$ cat config.mk
export PLATFORM = sky130hd
export DESIGN_NAME = clipped_glyph_coverage_blit_top
export DESIGN_NICKNAME = d
export VERILOG_FILES = /design/src/design/cgcb_pkg.sv /design/src/design/cgcb_regs.sv /design/src/design/cgcb_geom.sv /design/src/design/cgcb_finish.sv /design/src/design/cgcb_ink.sv /design/src/design/clipped_glyph_coverage_blit_top.sv
export SDC_FILE = /design/constraint.sdc
export NUM_CORES = 2
export LEC_CHECK = 0
export ABC_AREA = 1
export BUFFER_PORTS_ARGS = -buffer_cell sky130_fd_sc_hd__buf_2
export CORE_MARGIN = 1.5
export CORE_UTILIZATION = 40
export CTS_CLUSTER_SIZE = 30
export DETAILED_ROUTE_END_ITERATION = 7
export SLEW_MARGIN = 30
export SYNTH_ARGS = -nofsm -noshare
export SYNTH_HDL_FRONTEND = slang
export SYNTH_HIERARCHICAL = 1
export SYNTH_SLANG_ARGS = --single-unit
$ cat constraint.sdc
create_clock -name aclk -period 16.2 [get_ports aclk]
set_input_delay 0.81 -clock aclk [delete_from_list [all_inputs] [get_ports aclk]]
set_output_delay 0.81 -clock aclk [all_outputs]
set_load 0.02 [all_outputs]
$ cat src/design/cgcb_pkg.sv
// Package for the clipped glyph coverage blit: limits, register codes and the
// structs passed between the pipeline modules. No dependencies.
`default_nettype none

package cgcb_pkg;

    localparam int MAX_FRAME = 4096;
    localparam int MAX_GLYPH = 256;

    localparam logic [23:0] BG_RESET = 24'h000000;
    localparam logic [23:0] FG_RESET = 24'h00FF00;
    localparam logic [12:0] FW_RESET = 13'd1920;
    localparam logic [12:0] FH_RESET = 13'd1080;

    localparam logic [7:0] ALPHA_OPAQUE = 8'hFF;

    typedef enum logic [1:0] {
        REG_BACKGROUND = 2'd0,
        REG_FOREGROUND = 2'd1,
        REG_FRAME_W    = 2'd2,
        REG_FRAME_H    = 2'd3
    } reg_idx_t;

    typedef struct packed {
        logic [23:0] background;
        logic [23:0] foreground;
        logic [12:0] frame_width;
        logic [12:0] frame_height;
    } cfg_t;

    typedef struct packed {
        logic        action;
        logic [12:0] origin_x;
        logic [12:0] origin_y;
        logic [8:0]  bearing_left;
        logic [8:0]  bearing_top;
        logic [8:0]  glyph_width;
        logic [8:0]  glyph_height;
        logic [7:0]  glyph_col;
        logic [7:0]  glyph_row;
        logic [7:0]  coverage;
    } in_item_t;

    typedef struct packed {
        logic             clear;
        logic             visible;
        logic             hit;
        logic [11:0]      rect_x;
        logic [11:0]      rect_y;
        logic [12:0]      rect_w;
        logic [12:0]      rect_h;
        logic [11:0]      px;
        logic [24:0]      addr_prod;
        logic [2:0][17:0] prod;
    } mid_t;

    typedef struct packed {
        logic [11:0] x;
        logic [11:0] y;
        logic [12:0] w;
        logic [12:0] h;
    } ink_t;

    typedef struct packed {
        logic        write;
        logic [23:0] addr;
        logic [31:0] colour;
    } pix_t;

    typedef struct packed {
        pix_t pix;
        ink_t ink;
    } out_item_t;

endpackage

`default_nettype wire

$ cat src/design/cgcb_regs.sv
// APB configuration registers for the glyph blit.
// Depends on cgcb_pkg for the register codes and reset values.
`default_nettype none

module cgcb_regs (
    input  wire logic          aclk,
    input  wire logic          aresetn,
    input  wire logic          psel,
    input  wire logic          penable,
    input  wire logic          pwrite,
    input  wire logic [3:0]    paddr,
    input  wire logic [31:0]   pwdata,
    output logic [31:0]        prdata,
    output logic               pready,
    output cgcb_pkg::cfg_t     cfg
);

    cgcb_pkg::cfg_t     cfg_reg;
    cgcb_pkg::cfg_t     cfg_next;
    cgcb_pkg::reg_idx_t idx;
    logic               wr_en;

    assign pready = 1'b1;
    assign idx    = cgcb_pkg::reg_idx_t'(paddr[3:2]);
    assign wr_en  = psel && penable && pwrite && pready;
    assign cfg    = cfg_reg;

    always_comb begin
        cfg_next = cfg_reg;
        if (wr_en) begin
            unique case (idx)
                cgcb_pkg::REG_BACKGROUND: cfg_next.background   = pwdata[23:0];
                cgcb_pkg::REG_FOREGROUND: cfg_next.foreground   = pwdata[23:0];
                cgcb_pkg::REG_FRAME_W:    cfg_next.frame_width  = pwdata[12:0];
                cgcb_pkg::REG_FRAME_H:    cfg_next.frame_height = pwdata[12:0];
                default:                  cfg_next = cfg_reg;
            endcase
        end
    end

    always_comb begin
        unique case (idx)
            cgcb_pkg::REG_BACKGROUND: prdata = {8'd0, cfg_reg.background};
            cgcb_pkg::REG_FOREGROUND: prdata = {8'd0, cfg_reg.foreground};
            cgcb_pkg::REG_FRAME_W:    prdata = {19'd0, cfg_reg.frame_width};
            cgcb_pkg::REG_FRAME_H:    prdata = {19'd0, cfg_reg.frame_height};
            default:                  prdata = 32'd0;
        endcase
    end

    always_ff @(posedge aclk) begin
        if (!aresetn) begin
            cfg_reg.background   <= cgcb_pkg::BG_RESET;
            cfg_reg.foreground   <= cgcb_pkg::FG_RESET;
            cfg_reg.frame_width  <= cgcb_pkg::FW_RESET;
            cfg_reg.frame_height <= cgcb_pkg::FH_RESET;
        end else begin
            cfg_reg <= cfg_next;
        end
    end

endmodule

`default_nettype wire

$ cat src/design/cgcb_geom.sv
// First stage: glyph placement, clipping against the frame, pixel hit test,
// row-times-pitch product and per-channel coverage products. Uses cgcb_pkg.
`default_nettype none

module cgcb_geom (
    input  cgcb_pkg::in_item_t item,
    input  cgcb_pkg::cfg_t     cfg,
    output cgcb_pkg::mid_t     mid
);

    logic [12:0]        bw;
    logic [12:0]        bh;
    logic [8:0]         gw;
    logic [8:0]         gh;
    logic signed [15:0] x0, y0;
    logic signed [15:0] gw_s, gh_s, bw_s, bh_s, col_s, row_s;
    logic signed [15:0] rs, re, cs, ce;
    logic signed [15:0] rx_s, ry_s, rw_s, rh_s, px_s, py_s;
    logic               in_rect;
    logic [8:0]         diff [3];

    always_comb begin
        bw = (cfg.frame_width  > 13'(cgcb_pkg::MAX_FRAME)) ?
             13'(cgcb_pkg::MAX_FRAME) : cfg.frame_width;
        bh = (cfg.frame_height > 13'(cgcb_pkg::MAX_FRAME)) ?
             13'(cgcb_pkg::MAX_FRAME) : cfg.frame_height;
        gw = (item.glyph_width  > 9'(cgcb_pkg::MAX_GLYPH)) ?
             9'(cgcb_pkg::MAX_GLYPH) : item.glyph_width;
        gh = (item.glyph_height > 9'(cgcb_pkg::MAX_GLYPH)) ?
             9'(cgcb_pkg::MAX_GLYPH) : item.glyph_height;

        x0 = $signed({{3{item.origin_x[12]}}, item.origin_x})
           + $signed({{7{item.bearing_left[8]}}, item.bearing_left});
        y0 = $signed({{3{item.origin_y[12]}}, item.origin_y})
           - $signed({{7{item.bearing_top[8]}}, item.bearing_top});

        gw_s  = $signed({7'd0, gw});
        gh_s  = $signed({7'd0, gh});
        bw_s  = $signed({3'd0, bw});
        bh_s  = $signed({3'd0, bh});
        col_s = $signed({8'd0, item.glyph_col});
        row_s = $signed({8'd0, item.glyph_row});

        rs = (y0 < 16'sd0) ? -y0 : 16'sd0;
        re = (y0 + gh_s > bh_s) ? bh_s - y0 : gh_s;
        cs = (x0 < 16'sd0) ? -x0 : 16'sd0;
        ce = (x0 + gw_s > bw_s) ? bw_s - x0 : gw_s;

        rx_s = x0 + cs;
        ry_s = y0 + rs;
        rw_s = ce - cs;
        rh_s = re - rs;
        px_s = x0 + col_s;
        py_s = y0 + row_s;

        in_rect = (row_s >= rs) && (row_s < re) && (col_s >= cs) && (col_s < ce);

        mid.clear     = !item.action;
        mid.visible   = item.action && (rs < re) && (cs < ce);
        mid.hit       = mid.visible && in_rect && (item.coverage != 8'd0);
        mid.rect_x    = rx_s[11:0];
        mid.rect_y    = ry_s[11:0];
        mid.rect_w    = rw_s[12:0];
        mid.rect_h    = rh_s[12:0];
        mid.px        = px_s[11:0];
        mid.addr_prod = {13'd0, py_s[11:0]} * {12'd0, bw};

        for (int i = 0; i < 3; i++) begin
            diff[i] = {1'b0, cfg.foreground[8*i +: 8]} - {1'b0, cfg.background[8*i +: 8]};
            mid.prod[i] = {{9{diff[i][8]}}, diff[i]} * {10'd0, item.coverage};
        end
    end

endmodule

`default_nettype wire

$ cat src/design/cgcb_finish.sv
// Second stage pixel path: divide-by-255 of the coverage products with
// truncation toward zero, blended colour and frame address. Uses cgcb_pkg.
`default_nettype none

module cgcb_finish (
    input  cgcb_pkg::mid_t mid,
    input  cgcb_pkg::cfg_t cfg,
    output cgcb_pkg::pix_t pix
);

    logic        neg [3];
    logic [17:0] mag [3];
    logic [16:0] acc [3];
    logic [7:0]  quo [3];
    logic [7:0]  chan [3];

    always_comb begin
        for (int i = 0; i < 3; i++) begin
            neg[i]  = mid.prod[i][17];
            mag[i]  = neg[i] ? (18'd0 - mid.prod[i]) : mid.prod[i];
            // exact x/255 for x below 65280
            acc[i]  = {1'b0, mag[i][15:0]} + {9'd0, mag[i][15:8]} + 17'd1;
            quo[i]  = acc[i][15:8];
            chan[i] = cfg.background[8*i +: 8] + (neg[i] ? (8'd0 - quo[i]) : quo[i]);
        end

        pix.write = mid.hit;
        if (mid.hit) begin
            pix.addr   = 24'(mid.addr_prod + {13'd0, mid.px});
            pix.colour = {cgcb_pkg::ALPHA_OPAQUE, chan[2], chan[1], chan[0]};
        end else begin
            pix.addr   = 24'd0;
            pix.colour = 32'd0;
        end
    end

endmodule

`default_nettype wire

$ cat src/design/cgcb_ink.sv
// Running ink rectangle: clear, hold for an invisible glyph, first load and
// bounding-box union of the clipped glyph rectangle. Uses cgcb_pkg.
`default_nettype none

module cgcb_ink (
    input  wire logic      aclk,
    input  wire logic      aresetn,
    input  wire logic      advance,
    input  cgcb_pkg::mid_t mid,
    output cgcb_pkg::ink_t ink_next
);

    cgcb_pkg::ink_t ink_reg;
    logic [11:0]    x1, y1;
    logic [13:0]    ix2, iy2, rx2, ry2, x2, y2;

    always_comb begin
        x1  = (ink_reg.x < mid.rect_x) ? ink_reg.x : mid.rect_x;
        y1  = (ink_reg.y < mid.rect_y) ? ink_reg.y : mid.rect_y;
        ix2 = {2'd0, ink_reg.x} + {1'd0, ink_reg.w};
        iy2 = {2'd0, ink_reg.y} + {1'd0, ink_reg.h};
        rx2 = {2'd0, mid.rect_x} + {1'd0, mid.rect_w};
        ry2 = {2'd0, mid.rect_y} + {1'd0, mid.rect_h};
        x2  = (ix2 > rx2) ? ix2 : rx2;
        y2  = (iy2 > ry2) ? iy2 : ry2;

        if (mid.clear) begin
            ink_next = '0;
        end else if (!mid.visible) begin
            ink_next = ink_reg;
        end else if (ink_reg.w == 13'd0) begin
            ink_next.x = mid.rect_x;
            ink_next.y = mid.rect_y;
            ink_next.w = mid.rect_w;
            ink_next.h = mid.rect_h;
        end else begin
            ink_next.x = x1;
            ink_next.y = y1;
            ink_next.w = 13'(x2 - {2'd0, x1});
            ink_next.h = 13'(y2 - {2'd0, y1});
        end
    end

    always_ff @(posedge aclk) begin
        if (!aresetn) begin
            ink_reg <= '0;
        end else if (advance) begin
            ink_reg <= ink_next;
        end
    end

endmodule

`default_nettype wire

$ cat src/design/clipped_glyph_coverage_blit_top.sv
// Top level of the clipped glyph coverage blit: stream ports, pipeline
// registers and handshake. Uses cgcb_pkg, cgcb_regs, cgcb_geom, cgcb_finish, cgcb_ink.
//
// Usage: each item on s_ carries one glyph coverage pixel with its glyph's
// placement; s_tuser is the action (0 clears the ink rectangle, 1 draws).
// Each item yields exactly one result on m_: m_tuser says whether the pixel is
// written, m_tdata holds address, ARGB colour and the ink rectangle after it.
// Three register stages (input, geometry/products, result) pass each item on
// in that order. One item per clock is sustained while m_tready stays high;
// the ink rectangle is updated in the second stage, so back-to-back items see
// each other's union with no gap.
// When m_tready is low the result register holds; items are still accepted
// until the input and middle stages are full, then s_tready drops.
// Reset (aresetn low, synchronous) empties the pipeline, clears the ink
// rectangle and loads the register reset values. Configuration must be
// written over APB only while no item is in flight; the block does not enforce it.
`default_nettype none

module clipped_glyph_coverage_blit_top (
    input  wire logic         aclk,
    input  wire logic         aresetn,
    input  wire logic         psel,
    input  wire logic         penable,
    input  wire logic         pwrite,
    input  wire logic [3:0]   paddr,
    input  wire logic [31:0]  pwdata,
    output logic [31:0]       prdata,
    output logic              pready,
    input  wire logic         s_tvalid,
    output logic              s_tready,
    // origin_x, origin_y, bearing_left, bearing_top, glyph_width, glyph_height,
    // glyph_col, glyph_row, coverage, zero pad
    input  wire logic [87:0]  s_tdata,
    // action
    input  wire logic         s_tuser,
    output logic              m_tvalid,
    input  wire logic         m_tready,
    // pixel_address, pixel_colour, ink_left, ink_top, ink_span_x, ink_span_y, zero pad
    output logic [111:0]      m_tdata,
    // write_pixel
    output logic              m_tuser
);

    cgcb_pkg::cfg_t      cfg;
    cgcb_pkg::in_item_t  in_item;
    cgcb_pkg::in_item_t  in_item_reg;
    cgcb_pkg::mid_t      mid_next;
    cgcb_pkg::mid_t      mid_reg;
    cgcb_pkg::pix_t      pix;
    cgcb_pkg::ink_t      ink_next;
    cgcb_pkg::out_item_t out_next;
    cgcb_pkg::out_item_t out_reg;

    logic in_vld_reg, in_vld_next;
    logic mid_vld_reg, mid_vld_next;
    logic out_vld_reg, out_vld_next;
    logic accept, adv1, adv2;

    cgcb_regs u_regs (
        .aclk    (aclk),
        .aresetn (aresetn),
        .psel    (psel),
        .penable (penable),
        .pwrite  (pwrite),
        .paddr   (paddr),
        .pwdata  (pwdata),
        .prdata  (prdata),
        .pready  (pready),
        .cfg     (cfg)
    );

    always_comb begin
        in_item.action       = s_tuser;
        in_item.origin_x     = s_tdata[12:0];
        in_item.origin_y     = s_tdata[25:13];
        in_item.bearing_left = s_tdata[34:26];
        in_item.bearing_top  = s_tdata[43:35];
        in_item.glyph_width  = s_tdata[52:44];
        in_item.glyph_height = s_tdata[61:53];
        in_item.glyph_col    = s_tdata[69:62];
        in_item.glyph_row    = s_tdata[77:70];
        in_item.coverage     = s_tdata[85:78];
    end

    cgcb_geom u_geom (
        .item (in_item_reg),
        .cfg  (cfg),
        .mid  (mid_next)
    );

    cgcb_finish u_finish (
        .mid (mid_reg),
        .cfg (cfg),
        .pix (pix)
    );

    cgcb_ink u_ink (
        .aclk     (aclk),
        .aresetn  (aresetn),
        .advance  (adv2),
        .mid      (mid_reg),
        .ink_next (ink_next)
    );

    always_comb begin
        adv2     = mid_vld_reg && (!out_vld_reg || m_tready);
        adv1     = in_vld_reg && (!mid_vld_reg || adv2);
        s_tready = !in_vld_reg || adv1;
        accept   = s_tvalid && s_tready;

        in_vld_next  = accept ? 1'b1 : (adv1 ? 1'b0 : in_vld_reg);
        mid_vld_next = adv1 ? 1'b1 : (adv2 ? 1'b0 : mid_vld_reg);
        out_vld_next = adv2 ? 1'b1 : (m_tready ? 1'b0 : out_vld_reg);

        out_next.pix = pix;
        out_next.ink = ink_next;
    end

    always_ff @(posedge aclk) begin
        if (!aresetn) begin
            in_vld_reg  <= 1'b0;
            mid_vld_reg <= 1'b0;
            out_vld_reg <= 1'b0;
        end else begin
            in_vld_reg  <= in_vld_next;
            mid_vld_reg <= mid_vld_next;
            out_vld_reg <= out_vld_next;
        end
    end

    always_ff @(posedge aclk) begin
        if (accept) begin
            in_item_reg <= in_item;
        end
        if (adv1) begin
            mid_reg <= mid_next;
        end
        if (adv2) begin
            out_reg <= out_next;
        end
    end

    assign m_tvalid = out_vld_reg;
    assign m_tuser  = out_reg.pix.write;
    assign m_tdata  = {6'd0, out_reg.ink.h, out_reg.ink.w, out_reg.ink.y, out_reg.ink.x,
                       out_reg.pix.colour, out_reg.pix.addr};

`ifndef NO_ASSERTIONS
    a_nowrite_zero: assert property (@(posedge aclk) disable iff (!aresetn)
        (m_tvalid && !m_tuser) |-> (m_tdata[55:0] == 56'd0))
        else $error("result without write carries address or colour");

    a_write_opaque: assert property (@(posedge aclk) disable iff (!aresetn)
        (m_tvalid && m_tuser) |-> (m_tdata[55:48] == cgcb_pkg::ALPHA_OPAQUE))
        else $error("written pixel is not opaque");

    a_empty_ink: assert property (@(posedge aclk) disable iff (!aresetn)
        (m_tvalid && (m_tdata[92:80] == 13'd0)) |->
        ((m_tdata[79:56] == 24'd0) && (m_tdata[105:93] == 13'd0)))
        else $error("empty ink rectangle has nonzero corner or height");

    a_ready_full: assert property (@(posedge aclk) disable iff (!aresetn)
        !s_tready |-> (in_vld_reg && mid_vld_reg && m_tvalid && !m_tready))
        else $error("input stalled while pipeline has room");
`endif

endmodule

`default_nettype wire

==> flow_metrics.env <==
export IMPL_required_ps=16620
export IMPL_fp_dieW_um=360
export IMPL_cts_resized=0
export IMPL_layout_commonest_cell="nand2_1"
export IMPL_fin_crit_sh_pct=56.3
export IMPL_crit_fanout=8
export IMPL_num_vias=42900
export IMPL_finalMaxSlewViolations=0
export IMPL_ctsHoldBuffers=0
export IMPL_power_density_mw_per_mm2=181
export IMPL_dr_pass1_iters=6
export IMPL_die_area_mm2=0.129
export IMPL_avgSynthCellArea_um2=7.66
export IMPL_totalPowerFinal_uw=10100
export IMPL_rr_endpoint="mid_reg[77]"
export IMPL_rsz0062_at_grt="false"
export IMPL_worstHoldStart="s_tdata[82]"
export IMPL_min_delay_worst_endpoint="in_item_reg[4]"
export IMPL_initial_utilization_pct=40.4
export IMPL_endpoint_kind="flip-flop"
export IMPL_arrival_ps=9540
export IMPL_hpwl_um=116000
export IMPL_place_area_mm2=0.0536
export IMPL_core_area_mm2=0.126
export IMPL_io_pins=280
export IMPL_setup_viol=0
export IMPL_irDropWorstVdd_mv=0.211
export IMPL_fin_crit_ps=9120
export IMPL_grt_util_all_layers_pct=22.1
export IMPL_fin_setup_tns_ps=0
export IMPL_worstMarginPinSlew_ps=912
export IMPL_synthToLayoutAreaGrowth_pct=9.51
export IMPL_htree_levels=2
export IMPL_wirelength_um=144000
export IMPL_cp_num_buf_inv=10
export IMPL_clock_root_buffer="clkbuf_16"
export IMPL_drc=0
export IMPL_start_kind="flip-flop"
export IMPL_critPathTopFamily="adder cells"
export IMPL_final_util_pct=44.3
export IMPL_drt_iter0_markers=2833
export IMPL_crit_path_frequent_cell="inv_1"
export IMPL_avgRoutedWirePerCell_um=16.9
export IMPL_min_path_cells=1
export IMPL_max_freq_mhz=110
export IMPL_leakage_uw=0.0285
export IMPL_cts_tree="yes"
export IMPL_hold_viol_final=0
export IMPL_outcome="completed"
export IMPL_syn_cell_area_mm2=0.0509
export IMPL_largest_register_ffs=140
export IMPL_place_ws_ps=7160
export IMPL_overflow=0
export IMPL_r2r_worst_path_cells=41
export IMPL_cp_slowest_cell="xor2_1"
export IMPL_clock_latency_ps=670
export IMPL_layout_common_cells="nand2_1, inv_1, nor2_1, ha_1, a21oi_1"
export IMPL_grt_pass1_vias=42600
export IMPL_cts_made_buffers=60
export IMPL_grt_pass1_wl_um=229000
export IMPL_cts_clk_slew_worst_paths_ps=60
export IMPL_r2r_setup_slack_ps=7080
export IMPL_fin_ws_ps=7080
export IMPL_slew_headroom_pct=39.2
export IMPL_cts_buffer_depth=3
export IMPL_port_buffers=252
export IMPL_critPathMaxStageDelay_ps=580
export IMPL_viasPerCell=5.03
export IMPL_grt_start_max_net_pins=87
export IMPL_yosysWarnings=6
export IMPL_antenna_found_initial=8
export IMPL_drive_gt1_share_pct=9.60
export IMPL_cts_setup_buffers=0
export IMPL_crit_type="flip-flop to flip-flop"
export IMPL_skew_ps=29.1
export IMPL_r2r_start="in_item_reg[60]"
export IMPL_nNetsFinal=7856
export IMPL_gp_congestion=0.922
export IMPL_rows=130
export IMPL_synth_cells=6646
export IMPL_hold_path_class="input port to flip-flop"
export IMPL_final_area_mm2=0.0557
export IMPL_cap_violations=0
export IMPL_antenna_left=0
export IMPL_cts_num_sinks=461
export IMPL_die_h_um=360
## per-layer routing
metal	wire length (um)	GRT usage, %	vias up	share of wire (%)
met4	4250	7.17	8	2.9
met2	69200	38.4	990	48
met5	52	0	-	0.036
li1	-	-	21500	-
met3	7310	2.78	184	5.1
met1	63200	28.3	20300	44
## through the flow
| step | instances | hold slack, ps |
|---|---|---|
| after floorplan | 6661 | 451 |
| after global placement | 8420 | 465 |
| after global routing | 8539 | 286 |
| after CTS | 8535 | 253 |
| after detailed placement | 8422 | 478 |
| final | 8539 | 306 |
## final cells by class
type                       count  area (um2)
multi-input combinational   4719       32600
antenna                        2        5.00
tap                         1650        2060
clock buffer                  70        1650
sequential                   461       12600
timing repair buffer         284        1530
fill                       12800       70100
clock inverter                43         419
inverter                    1310        4930
## power breakdown
part	switching, uW	leakage, uW	total (uW)	internal, uW
Sequential	146	0.00420	1830	1680
Combinational	4280	0.0233	6850	2560
Clock	581	0.00102	1400	818
Total	5010	0.0285	10100	5060
## worst max-delay path by stage
stage                    start           to  slack (ps)  cells after the start
2_1_floorplan  in_item_reg[60]  mid_reg[76]        8440                     39
3_3_place_gp   in_item_reg[60]  mid_reg[77]        7130                     41
3_5_place_dp   in_item_reg[60]  mid_reg[77]        7160                     41
4_1_cts        in_item_reg[60]  mid_reg[76]        7140                     38
5_1_grt        in_item_reg[60]  mid_reg[76]        6430                     38
6_report       in_item_reg[60]  mid_reg[77]        7080                     41
No activity file was read; power rests on OpenSTA's default activity.
